--- src/hdl/lfsa_pkg.sv ---
// shared types, codes and defaults for the slot allocator
`default_nettype none
package lfsa_pkg;

   localparam int MAX_SPACES_DEFAULT = 16;
   localparam int CMD_DEPTH = 2;
   localparam int RSP_DEPTH = 2;
   localparam int COUNT_W = 5;
   localparam int SLOT_W = 5;
   localparam int KEY_W = 64;
   // wide enough for any slot index up to 511
   localparam int IDX_CMP_W = 9;

   localparam logic [COUNT_W-1:0] SPACES_RESET = 5'd10;

   localparam logic CMD_ALLOC = 1'b0;
   localparam logic CMD_FREE = 1'b1;

   localparam logic [1:0] ST_ALLOCATED = 2'd0;
   localparam logic [1:0] ST_FULL = 2'd1;
   localparam logic [1:0] ST_FREED = 2'd2;
   localparam logic [1:0] ST_NOT_FOUND = 2'd3;

   typedef struct packed {
      logic             is_free;
      logic [KEY_W-1:0] key;
   } cmd_type;

   typedef struct packed {
      logic       valid;
      cmd_type    cmd;
   } cmd_chan_type;

   typedef struct packed {
      logic [1:0]        status;
      logic [SLOT_W-1:0] slot;
   } rsp_type;

   typedef enum logic {
      BK_IDLE,
      BK_EXEC
   } bk_state_type;

endpackage
`default_nettype wire

--- src/hdl/lowest_free_slot_allocator.sv ---
// Slot allocator: an allocate transaction stores its key in the lowest free slot among
// slots 1 to csr_data's last written count and returns that slot or "full"; a free
// transaction releases the lowest occupied slot holding an equal key or reports "not
// found". Requests enter a two-entry command queue; the table executes one command at a
// time, by compare/mask capture, then priority encode and update, and takes no new
// command until the current one completes. Results wait in a two-entry queue, and the
// table stalls only when that queue is full. The count register resets to 10 and is
// taken every cycle outside reset; occupancy clears in the reset cycle, with no sweep.
`default_nettype none
module lowest_free_slot_allocator #(
   parameter int MAX_SPACES = lfsa_pkg::MAX_SPACES_DEFAULT
) (
   input  wire                          clock,
   input  wire                          reset,
   input  wire                          req_push,
   output logic                         req_full,
   input  wire                          req_command,
   input  wire [lfsa_pkg::KEY_W-1:0]    req_vehicle_key,
   output logic                         rsp_empty,
   input  wire                          rsp_pop,
   output logic [1:0]                   rsp_status,
   output logic [lfsa_pkg::SLOT_W-1:0]  rsp_slot,
   input  wire                          csr_valid,
   output logic                         csr_ready,
   input  wire [lfsa_pkg::COUNT_W-1:0]  csr_data
);

   lfsa_pkg::cmd_chan_type cmd_chan;
   lfsa_pkg::rsp_type rsp_item;
   logic cmd_pop, rsp_push, rsp_space;

   assign csr_ready = !reset;

   lfsa_front u_front (
      .clock           (clock),
      .reset           (reset),
      .req_push        (req_push),
      .req_full        (req_full),
      .req_command     (req_command),
      .req_vehicle_key (req_vehicle_key),
      .cmd_out         (cmd_chan),
      .cmd_pop         (cmd_pop)
   );

   lfsa_back #(
      .MAX_SPACES (MAX_SPACES)
   ) u_back (
      .clock     (clock),
      .reset     (reset),
      .csr_write (csr_valid && csr_ready),
      .csr_value (csr_data),
      .cmd_in    (cmd_chan),
      .cmd_pop   (cmd_pop),
      .rsp_space (rsp_space),
      .rsp_push  (rsp_push),
      .rsp_out   (rsp_item)
   );

   lfsa_rsp_queue u_rsp_queue (
      .clock      (clock),
      .reset      (reset),
      .rsp_push   (rsp_push),
      .rsp_in     (rsp_item),
      .rsp_space  (rsp_space),
      .rsp_empty  (rsp_empty),
      .rsp_pop    (rsp_pop),
      .rsp_status (rsp_status),
      .rsp_slot   (rsp_slot)
   );

   // a result is never offered to a full result queue
   a_push_has_room: assert property (@(posedge clock) disable iff (reset)
      rsp_push |-> rsp_space)
      else $error("result pushed into full queue");

   // the table takes a command only when one is waiting
   a_pop_has_cmd: assert property (@(posedge clock) disable iff (reset)
      cmd_pop |-> cmd_chan.valid)
      else $error("command popped from empty queue");

   // every command taken yields its result in the following cycle
   a_pop_then_push: assert property (@(posedge clock) disable iff (reset)
      cmd_pop |=> rsp_push && !cmd_pop)
      else $error("command did not complete in two cycles");

   // failed commands carry no slot number
   a_fail_no_slot: assert property (@(posedge clock) disable iff (reset)
      rsp_push && (rsp_item.status == lfsa_pkg::ST_FULL
                   || rsp_item.status == lfsa_pkg::ST_NOT_FOUND) |-> rsp_item.slot == '0)
      else $error("slot number on a failed command");

endmodule
`default_nettype wire

--- src/hdl/lfsa_front.sv ---
// front end: takes requests, classifies the command and queues it for the table
`default_nettype none
module lfsa_front (
   input  wire                      clock,
   input  wire                      reset,
   input  wire                      req_push,
   output logic                     req_full,
   input  wire                      req_command,
   input  wire [lfsa_pkg::KEY_W-1:0] req_vehicle_key,
   output lfsa_pkg::cmd_chan_type   cmd_out,
   input  wire                      cmd_pop
);

   localparam int PTR_W = $clog2(lfsa_pkg::CMD_DEPTH);
   localparam int CNT_W = $clog2(lfsa_pkg::CMD_DEPTH + 1);

   lfsa_pkg::cmd_type entry_ff [lfsa_pkg::CMD_DEPTH];
   logic [PTR_W-1:0] wr_ptr_ff, wr_ptr_in;
   logic [PTR_W-1:0] rd_ptr_ff, rd_ptr_in;
   logic [CNT_W-1:0] count_ff, count_in;
   logic do_push, do_pop;
   lfsa_pkg::cmd_type new_cmd;

   assign req_full = (count_ff == CNT_W'(lfsa_pkg::CMD_DEPTH)) || reset;
   assign do_push = req_push && !req_full;
   assign do_pop = cmd_pop && (count_ff != '0);

   always_comb begin
      new_cmd.is_free = (req_command == lfsa_pkg::CMD_FREE);
      new_cmd.key = req_vehicle_key;
   end

   always_comb begin
      wr_ptr_in = wr_ptr_ff;
      rd_ptr_in = rd_ptr_ff;
      count_in = count_ff;
      if (do_push) begin
         wr_ptr_in = (wr_ptr_ff == PTR_W'(lfsa_pkg::CMD_DEPTH - 1)) ? '0 : wr_ptr_ff + 1'b1;
      end
      if (do_pop) begin
         rd_ptr_in = (rd_ptr_ff == PTR_W'(lfsa_pkg::CMD_DEPTH - 1)) ? '0 : rd_ptr_ff + 1'b1;
      end
      if (do_push && !do_pop) begin
         count_in = count_ff + 1'b1;
      end else if (do_pop && !do_push) begin
         count_in = count_ff - 1'b1;
      end
   end

   always_ff @(posedge clock) begin
      if (reset) begin
         wr_ptr_ff <= '0;
         rd_ptr_ff <= '0;
         count_ff <= '0;
      end else begin
         wr_ptr_ff <= wr_ptr_in;
         rd_ptr_ff <= rd_ptr_in;
         count_ff <= count_in;
      end
   end

   always_ff @(posedge clock) begin
      if (do_push) begin
         entry_ff[wr_ptr_ff] <= new_cmd;
      end
   end

   always_comb begin
      cmd_out.valid = (count_ff != '0);
      cmd_out.cmd = entry_ff[rd_ptr_ff];
   end

endmodule
`default_nettype wire

--- src/hdl/lfsa_back.sv ---
// back end: slot table with occupancy, key compare and lowest-slot priority encode
`default_nettype none
module lfsa_back #(
   parameter int MAX_SPACES = lfsa_pkg::MAX_SPACES_DEFAULT
) (
   input  wire                            clock,
   input  wire                            reset,
   input  wire                            csr_write,
   input  wire [lfsa_pkg::COUNT_W-1:0]    csr_value,
   input  lfsa_pkg::cmd_chan_type         cmd_in,
   output logic                           cmd_pop,
   input  wire                            rsp_space,
   output logic                           rsp_push,
   output lfsa_pkg::rsp_type              rsp_out
);

   localparam int IDX_W = (MAX_SPACES > 1) ? $clog2(MAX_SPACES) : 1;

   lfsa_pkg::bk_state_type state_ff, state_in;
   logic [lfsa_pkg::COUNT_W-1:0] spaces_ff;
   logic [MAX_SPACES-1:0] occ_ff, occ_in;
   logic [MAX_SPACES-1:0] vec_ff, vec_in;
   lfsa_pkg::cmd_type cur_ff, cur_in;
   logic [lfsa_pkg::KEY_W-1:0] key_ff [MAX_SPACES];

   logic [MAX_SPACES-1:0] usable, key_eq;
   logic [IDX_W-1:0] hit_idx;
   logic hit, key_we;
   logic [IDX_W:0] slot_num;

   // per-slot compare and count mask, each at a fixed slot
   for (genvar i = 0; i < MAX_SPACES; i++) begin : g_slot
      localparam logic [lfsa_pkg::IDX_CMP_W-1:0] SLOT_IDX = lfsa_pkg::IDX_CMP_W'(i);
      assign usable[i] = SLOT_IDX < lfsa_pkg::IDX_CMP_W'(spaces_ff);
      assign key_eq[i] = (key_ff[i] == cmd_in.cmd.key);
   end

   // lowest set bit wins
   always_comb begin
      hit = 1'b0;
      hit_idx = '0;
      for (int i = MAX_SPACES - 1; i >= 0; i--) begin
         if (vec_ff[i]) begin
            hit = 1'b1;
            hit_idx = IDX_W'(i);
         end
      end
   end

   assign slot_num = {1'b0, hit_idx} + 1'b1;

   always_comb begin
      state_in = state_ff;
      cmd_pop = 1'b0;
      rsp_push = 1'b0;
      vec_in = vec_ff;
      cur_in = cur_ff;
      occ_in = occ_ff;
      key_we = 1'b0;
      rsp_out.status = lfsa_pkg::ST_FULL;
      rsp_out.slot = '0;
      case (state_ff)
         lfsa_pkg::BK_IDLE: begin
            if (cmd_in.valid && rsp_space) begin
               cmd_pop = 1'b1;
               cur_in = cmd_in.cmd;
               vec_in = cmd_in.cmd.is_free ? (occ_ff & key_eq) : (~occ_ff & usable);
               state_in = lfsa_pkg::BK_EXEC;
            end
         end
         lfsa_pkg::BK_EXEC: begin
            rsp_push = 1'b1;
            if (cur_ff.is_free) begin
               rsp_out.status = hit ? lfsa_pkg::ST_FREED : lfsa_pkg::ST_NOT_FOUND;
               if (hit) begin
                  occ_in[hit_idx] = 1'b0;
               end
            end else begin
               rsp_out.status = hit ? lfsa_pkg::ST_ALLOCATED : lfsa_pkg::ST_FULL;
               if (hit) begin
                  occ_in[hit_idx] = 1'b1;
                  key_we = 1'b1;
               end
            end
            rsp_out.slot = hit ? lfsa_pkg::SLOT_W'(slot_num) : '0;
            state_in = lfsa_pkg::BK_IDLE;
         end
         default: begin
            state_in = lfsa_pkg::BK_IDLE;
         end
      endcase
   end

   always_ff @(posedge clock) begin
      if (reset) begin
         state_ff <= lfsa_pkg::BK_IDLE;
         occ_ff <= '0;
         spaces_ff <= lfsa_pkg::SPACES_RESET;
      end else begin
         state_ff <= state_in;
         occ_ff <= occ_in;
         if (csr_write) begin
            spaces_ff <= csr_value;
         end
      end
   end

   always_ff @(posedge clock) begin
      vec_ff <= vec_in;
      cur_ff <= cur_in;
      if (key_we) begin
         key_ff[hit_idx] <= cur_ff.key;
      end
   end

endmodule
`default_nettype wire

--- src/hdl/lfsa_rsp_queue.sv ---
// result queue between the table and the response side
`default_nettype none
module lfsa_rsp_queue (
   input  wire                        clock,
   input  wire                        reset,
   input  wire                        rsp_push,
   input  lfsa_pkg::rsp_type          rsp_in,
   output logic                       rsp_space,
   output logic                       rsp_empty,
   input  wire                        rsp_pop,
   output logic [1:0]                 rsp_status,
   output logic [lfsa_pkg::SLOT_W-1:0] rsp_slot
);

   localparam int PTR_W = $clog2(lfsa_pkg::RSP_DEPTH);
   localparam int CNT_W = $clog2(lfsa_pkg::RSP_DEPTH + 1);

   lfsa_pkg::rsp_type entry_ff [lfsa_pkg::RSP_DEPTH];
   logic [PTR_W-1:0] wr_ptr_ff, wr_ptr_in;
   logic [PTR_W-1:0] rd_ptr_ff, rd_ptr_in;
   logic [CNT_W-1:0] count_ff, count_in;
   logic do_push, do_pop;
   lfsa_pkg::rsp_type head;

   assign rsp_space = (count_ff != CNT_W'(lfsa_pkg::RSP_DEPTH));
   assign rsp_empty = (count_ff == '0) || reset;
   assign do_push = rsp_push && rsp_space;
   assign do_pop = rsp_pop && !rsp_empty;

   always_comb begin
      wr_ptr_in = wr_ptr_ff;
      rd_ptr_in = rd_ptr_ff;
      count_in = count_ff;
      if (do_push) begin
         wr_ptr_in = (wr_ptr_ff == PTR_W'(lfsa_pkg::RSP_DEPTH - 1)) ? '0 : wr_ptr_ff + 1'b1;
      end
      if (do_pop) begin
         rd_ptr_in = (rd_ptr_ff == PTR_W'(lfsa_pkg::RSP_DEPTH - 1)) ? '0 : rd_ptr_ff + 1'b1;
      end
      if (do_push && !do_pop) begin
         count_in = count_ff + 1'b1;
      end else if (do_pop && !do_push) begin
         count_in = count_ff - 1'b1;
      end
   end

   always_ff @(posedge clock) begin
      if (reset) begin
         wr_ptr_ff <= '0;
         rd_ptr_ff <= '0;
         count_ff <= '0;
      end else begin
         wr_ptr_ff <= wr_ptr_in;
         rd_ptr_ff <= rd_ptr_in;
         count_ff <= count_in;
      end
   end

   always_ff @(posedge clock) begin
      if (do_push) begin
         entry_ff[wr_ptr_ff] <= rsp_in;
      end
   end

   assign head = entry_ff[rd_ptr_ff];
   assign rsp_status = head.status;
   assign rsp_slot = head.slot;

endmodule
`default_nettype wire
--- config.mk ---
export PLATFORM = sky130hd
export DESIGN_NAME = lowest_free_slot_allocator
export DESIGN_NICKNAME = d
export VERILOG_FILES = /design/src/hdl/lfsa_pkg.sv /design/src/hdl/lowest_free_slot_allocator.sv /design/src/hdl/lfsa_front.sv /design/src/hdl/lfsa_back.sv /design/src/hdl/lfsa_rsp_queue.sv
export SDC_FILE = /design/constraint.sdc
export NUM_CORES = 2
export LEC_CHECK = 0
export BUFFER_PORTS_ARGS = -buffer_cell sky130_fd_sc_hd__buf_2
export CORE_ASPECT_RATIO = 0.7
export CORE_UTILIZATION = 57
export CTS_CLUSTER_DIAMETER = 120
export DETAILED_ROUTE_END_ITERATION = 10
export HOLD_SLACK_MARGIN = 0.15
export PLACE_DENSITY_LB_ADDON = 0.12
export REMOVE_ABC_BUFFERS = 1
export SLEW_MARGIN = 20
export SYNTH_ARGS = -nofsm -noshare
export SYNTH_HDL_FRONTEND = slang
export SYNTH_SLANG_ARGS = --single-unit
--- constraint.sdc ---
create_clock -name clock -period 6.4 [get_ports clock]
set_input_delay 0.64 -clock clock [delete_from_list [all_inputs] [get_ports clock]]
set_output_delay 0.64 -clock clock [all_outputs]
set_load 0.01 [all_outputs]
==> flow_metrics.py <==
metrics = {
    "run_status": {
        "status": "completed",
    },
    "flow_run": {
        "drv_cap": 0,
    },
    "routing": {
        "vias": 33357,
        "wl_mm": 206,
        "avgRoutedWirePerCell_um": 42.3,
        "dr.pass1.iters": 8,
        "drc": 0,
        "drt_iter0_drc": 7231,
        "vias_per_cell": 6.84,
        "ant_nets": 0,
    },
    "grt": {
        "grt_max_degree": 66,
        "overflow": 0,
        "grt_pass1_wl_mm": 271,
        "first_global_vias": 30887,
        "grt_use_total": 0.446,
        "antenna_found_initial": 34,
    },
    "timing": {
        "worst_pin_slew_ns": 1.33,
        "period_share": 0.796,
        "setup_viol_count_final": 0,
        "slew_headroom": 0.113,
        "rsz0062_at_grt": "false",
        "fmax_mhz": 196,
        "holdWs_ns": 0.178,
        "hold_viol": 0,
        "setup_tns_ns": 0,
        "slew_viol_final": 0,
        "skew_ns": 0.0215,
        "min_period_ns": 5.09,
        "timing.final.ws_setup_ns": 1.31,
    },
    "floorplanning": {
        "start_util": 0.578,
        "pin_count": 85,
        "placementRows": 92,
        "core-area_mm2": 0.0905,
        "fp.dieW_um": 364,
        "die-area_mm2": 0.0930,
        "die_y_um": 255,
    },
    "worst_setup_path": {
        "critPathCaptureType": "flip-flop",
        "rrSetupSlack_ns": 1.31,
        "startpoint_type": "flip-flop",
        "required_ns": 6.93,
        "worstSetupPathType": "reg2reg",
        "reg2regPathDepth": 9,
        "crit_chain": "buf_12 > buf_4 > mux2i_4 > buf_4 > xor2_1 > nand4_1 > nor4_2 > nand4_1 > o32ai_1",
        "r2r-end": "u_back.vec_ff[15]$_DFFE_PP_",
        "critPathCapture": "u_back.vec_ff[15]$_DFFE_PP_",
        "max_stage_delay_ns": 0.97,
        "arrival_ns": 5.63,
        "path_max_fanout": 22,
        "crit_path_top_delay_cell": "dfxtp_4",
    },
    "cts": {
        "cts.sinks": 1281,
        "cts_made_buffers": 117,
        "cts_resized": 0,
        "clockRootBuffer": "clkbuf_16",
        "clockBufferDepth": 3,
        "cts_tree": "yes",
        "cts_setup_buffers": 0,
        "cts_max_level": 3,
        "path_clk_slew_ns": 0.07,
        "ctsHoldBuffers": 65,
        "clock_latency_ns": 0.74,
    },
    "yosys": {
        "synth_commonest_cells": "1249 x edfxtp_1, 480 x xnor2_1, 356 x xor2_1",
        "synth_top_area_cell": "edfxtp_1",
        "yosysMostFrequentCell": "edfxtp_1",
        "synth_area_leaders": "edfxtp_1 72%, xnor2_1 8.0%, xor2_1 6.0%",
        "synth-main-ff-cell": "edfxtp_1",
        "post_synth.cell_area_avg_um2": 16.3,
        "netlist_instances": 3201,
        "synthesis.area_mm2": 0.0523,
        "yosysWarnings": 0,
        "ys_seq_area_frac": 0.729,
        "synth_seq_cells": 1281,
        "synth_top_area_frac": 0.717,
        "async_flop_share": 0,
        "synth.distinct_cells": 59,
        "synth-edff-count": 1249,
    },
    "layout": {
        "nFillCells": 6270,
        "area_growth_pct": 15.2,
        "final_net_count": 3617,
        "drive_above_1_share": 0.150,
        "finish.utilization": 0.666,
    },
    "power": {
        "powerDensity_mw_per_mm2": 438,
        "p_leak_nw": 19.2,
        "vdd_drop_max_v": 0.000420,
    },
    "placed_design": {
        "place_congestion": 1.03,
        "numPortBuffers": 84,
        "dpl.hpwl_mm": 132,
        "dp_slack_ns": 1.62,
    },
    "hold_path": {
        "hold_start": "csr_data[1]",
        "min_path_type": "in2reg",
    },
}
[cells in the final DEF (no fill, tap or decap), drive strengths merged, types with 8 or more instances in the layout]
cell type and n:
xor2 356, o2111ai 18, nand4 132, buf 281
xnor2 480, nor2 90, o21ai 45, inv 78
a21oi 56, a211oi 16, nand3 22, clkinv 52
a311oi 9, a22oi 12, mux2i 71, diode 17
nor3 27, dlygate4sd3 66, edfxtp 1249, o211ai 8
a221oi 26, o22ai 43, nand2 68, mux2 8
nor4 153, dfxtp 32, clkbuf 150
[through the flow]
stage	total power (W)	cells	instance area, um2
after CTS	0.0259	4855	60100
final	0.0264	4876	60300
after global routing	0.0266	4867	60300
after global placement	0.0190	4563	55600
after detailed placement	0.0192	4574	55900
after floorplan	0.0145	3074	51700
[state kept, by name, indices dropped and copies added, names as in the netlist, 2 cells and up, named ones only]
signal	count
u_back.vec_ff	16
u_front.count_ff	2
u_back.cur_ff	65
u_back.spaces_ff	5
u_rsp_queue.count_ff	2
u_rsp_queue.entry_ff	14
u_back.key_ff	1024
u_front.entry_ff	130
[cell type report]
class | count | area, um2 | area share
clock buffer | 150 | 3100 | 0.0515
sequential | 1281 | 38200 | 0.633
multi-input combinational | 1715 | 13800 | 0.230
antenna | 17 | 42.5 | 0.000706
timing repair buffer | 347 | 2810 | 0.0466
clock inverter | 66 | 520 | 0.00863
tap | 1222 | 1530 | 0.0254
inverter | 78 | 297 | 0.00492
[per-layer routing]
metal	track usage	vias up	wire length, um	share of wire
li1	-	12830	-	-
met1	0.631	16797	75000	0.36
met2	0.599	3215	83900	0.41
met3	0.194	511	37100	0.18
met4	0.189	4	10100	0.049
met5	0	-	113	0.00055
[cell families after synthesis]
group | Yosys count | share of synthesized area
xor gates and xnor gates | 836 | 0.140
muxes | 79 | 0.0227
adders and majority gates | 2 | 0.000478
buffers and inverters | 205 | 0.0180
DFF | 1281 | 0.729
and+or+nand+nor | 516 | 0.0531
AOI/OAI and AO/OA | 282 | 0.0369
[worst min-delay path by stage]
| stage | to | slack (ns) | cells after the start |
|---|---|---|---|
| 2_1_floorplan | u_front.count_ff[1]$_SDFFE_PP0P_ | 0.47 | 2 |
| 3_3_place_gp | u_back.key_ff[8][47]$_DFFE_PP_ | 0.43 | 0 |
| 3_5_place_dp | u_back.key_ff[13][59]$_DFFE_PP_ | 0.44 | 0 |
| 4_1_cts | u_back.spaces_ff[0]$_SDFFE_PP0P_ | 0.15 | 3 |
| 5_1_grt | u_back.spaces_ff[2]$_SDFFE_PP0P_ | 0.18 | 3 |
| 6_report | u_back.spaces_ff[1]$_SDFFE_PP1P_ | 0.18 | 3 |
[worst max-delay path, delay by kind of cell (launching register included)]
kind                      cells  cell delay (ns)
buffers and inverters         3             1.06
muxes                         1             0.82
xor gates and xnor gates      1             0.18
DFF                           1             0.97
and+or+nand+nor               3             1.58
AOI/OAI and AO/OA             1             0.25
[report_power, final]
part	switching [W]	internal, W
logic	0.00606	0.00218
clock network	0.00314	0.00370
registers	0.000765	0.0106
No activity file was read; power rests on OpenSTA's default activity.
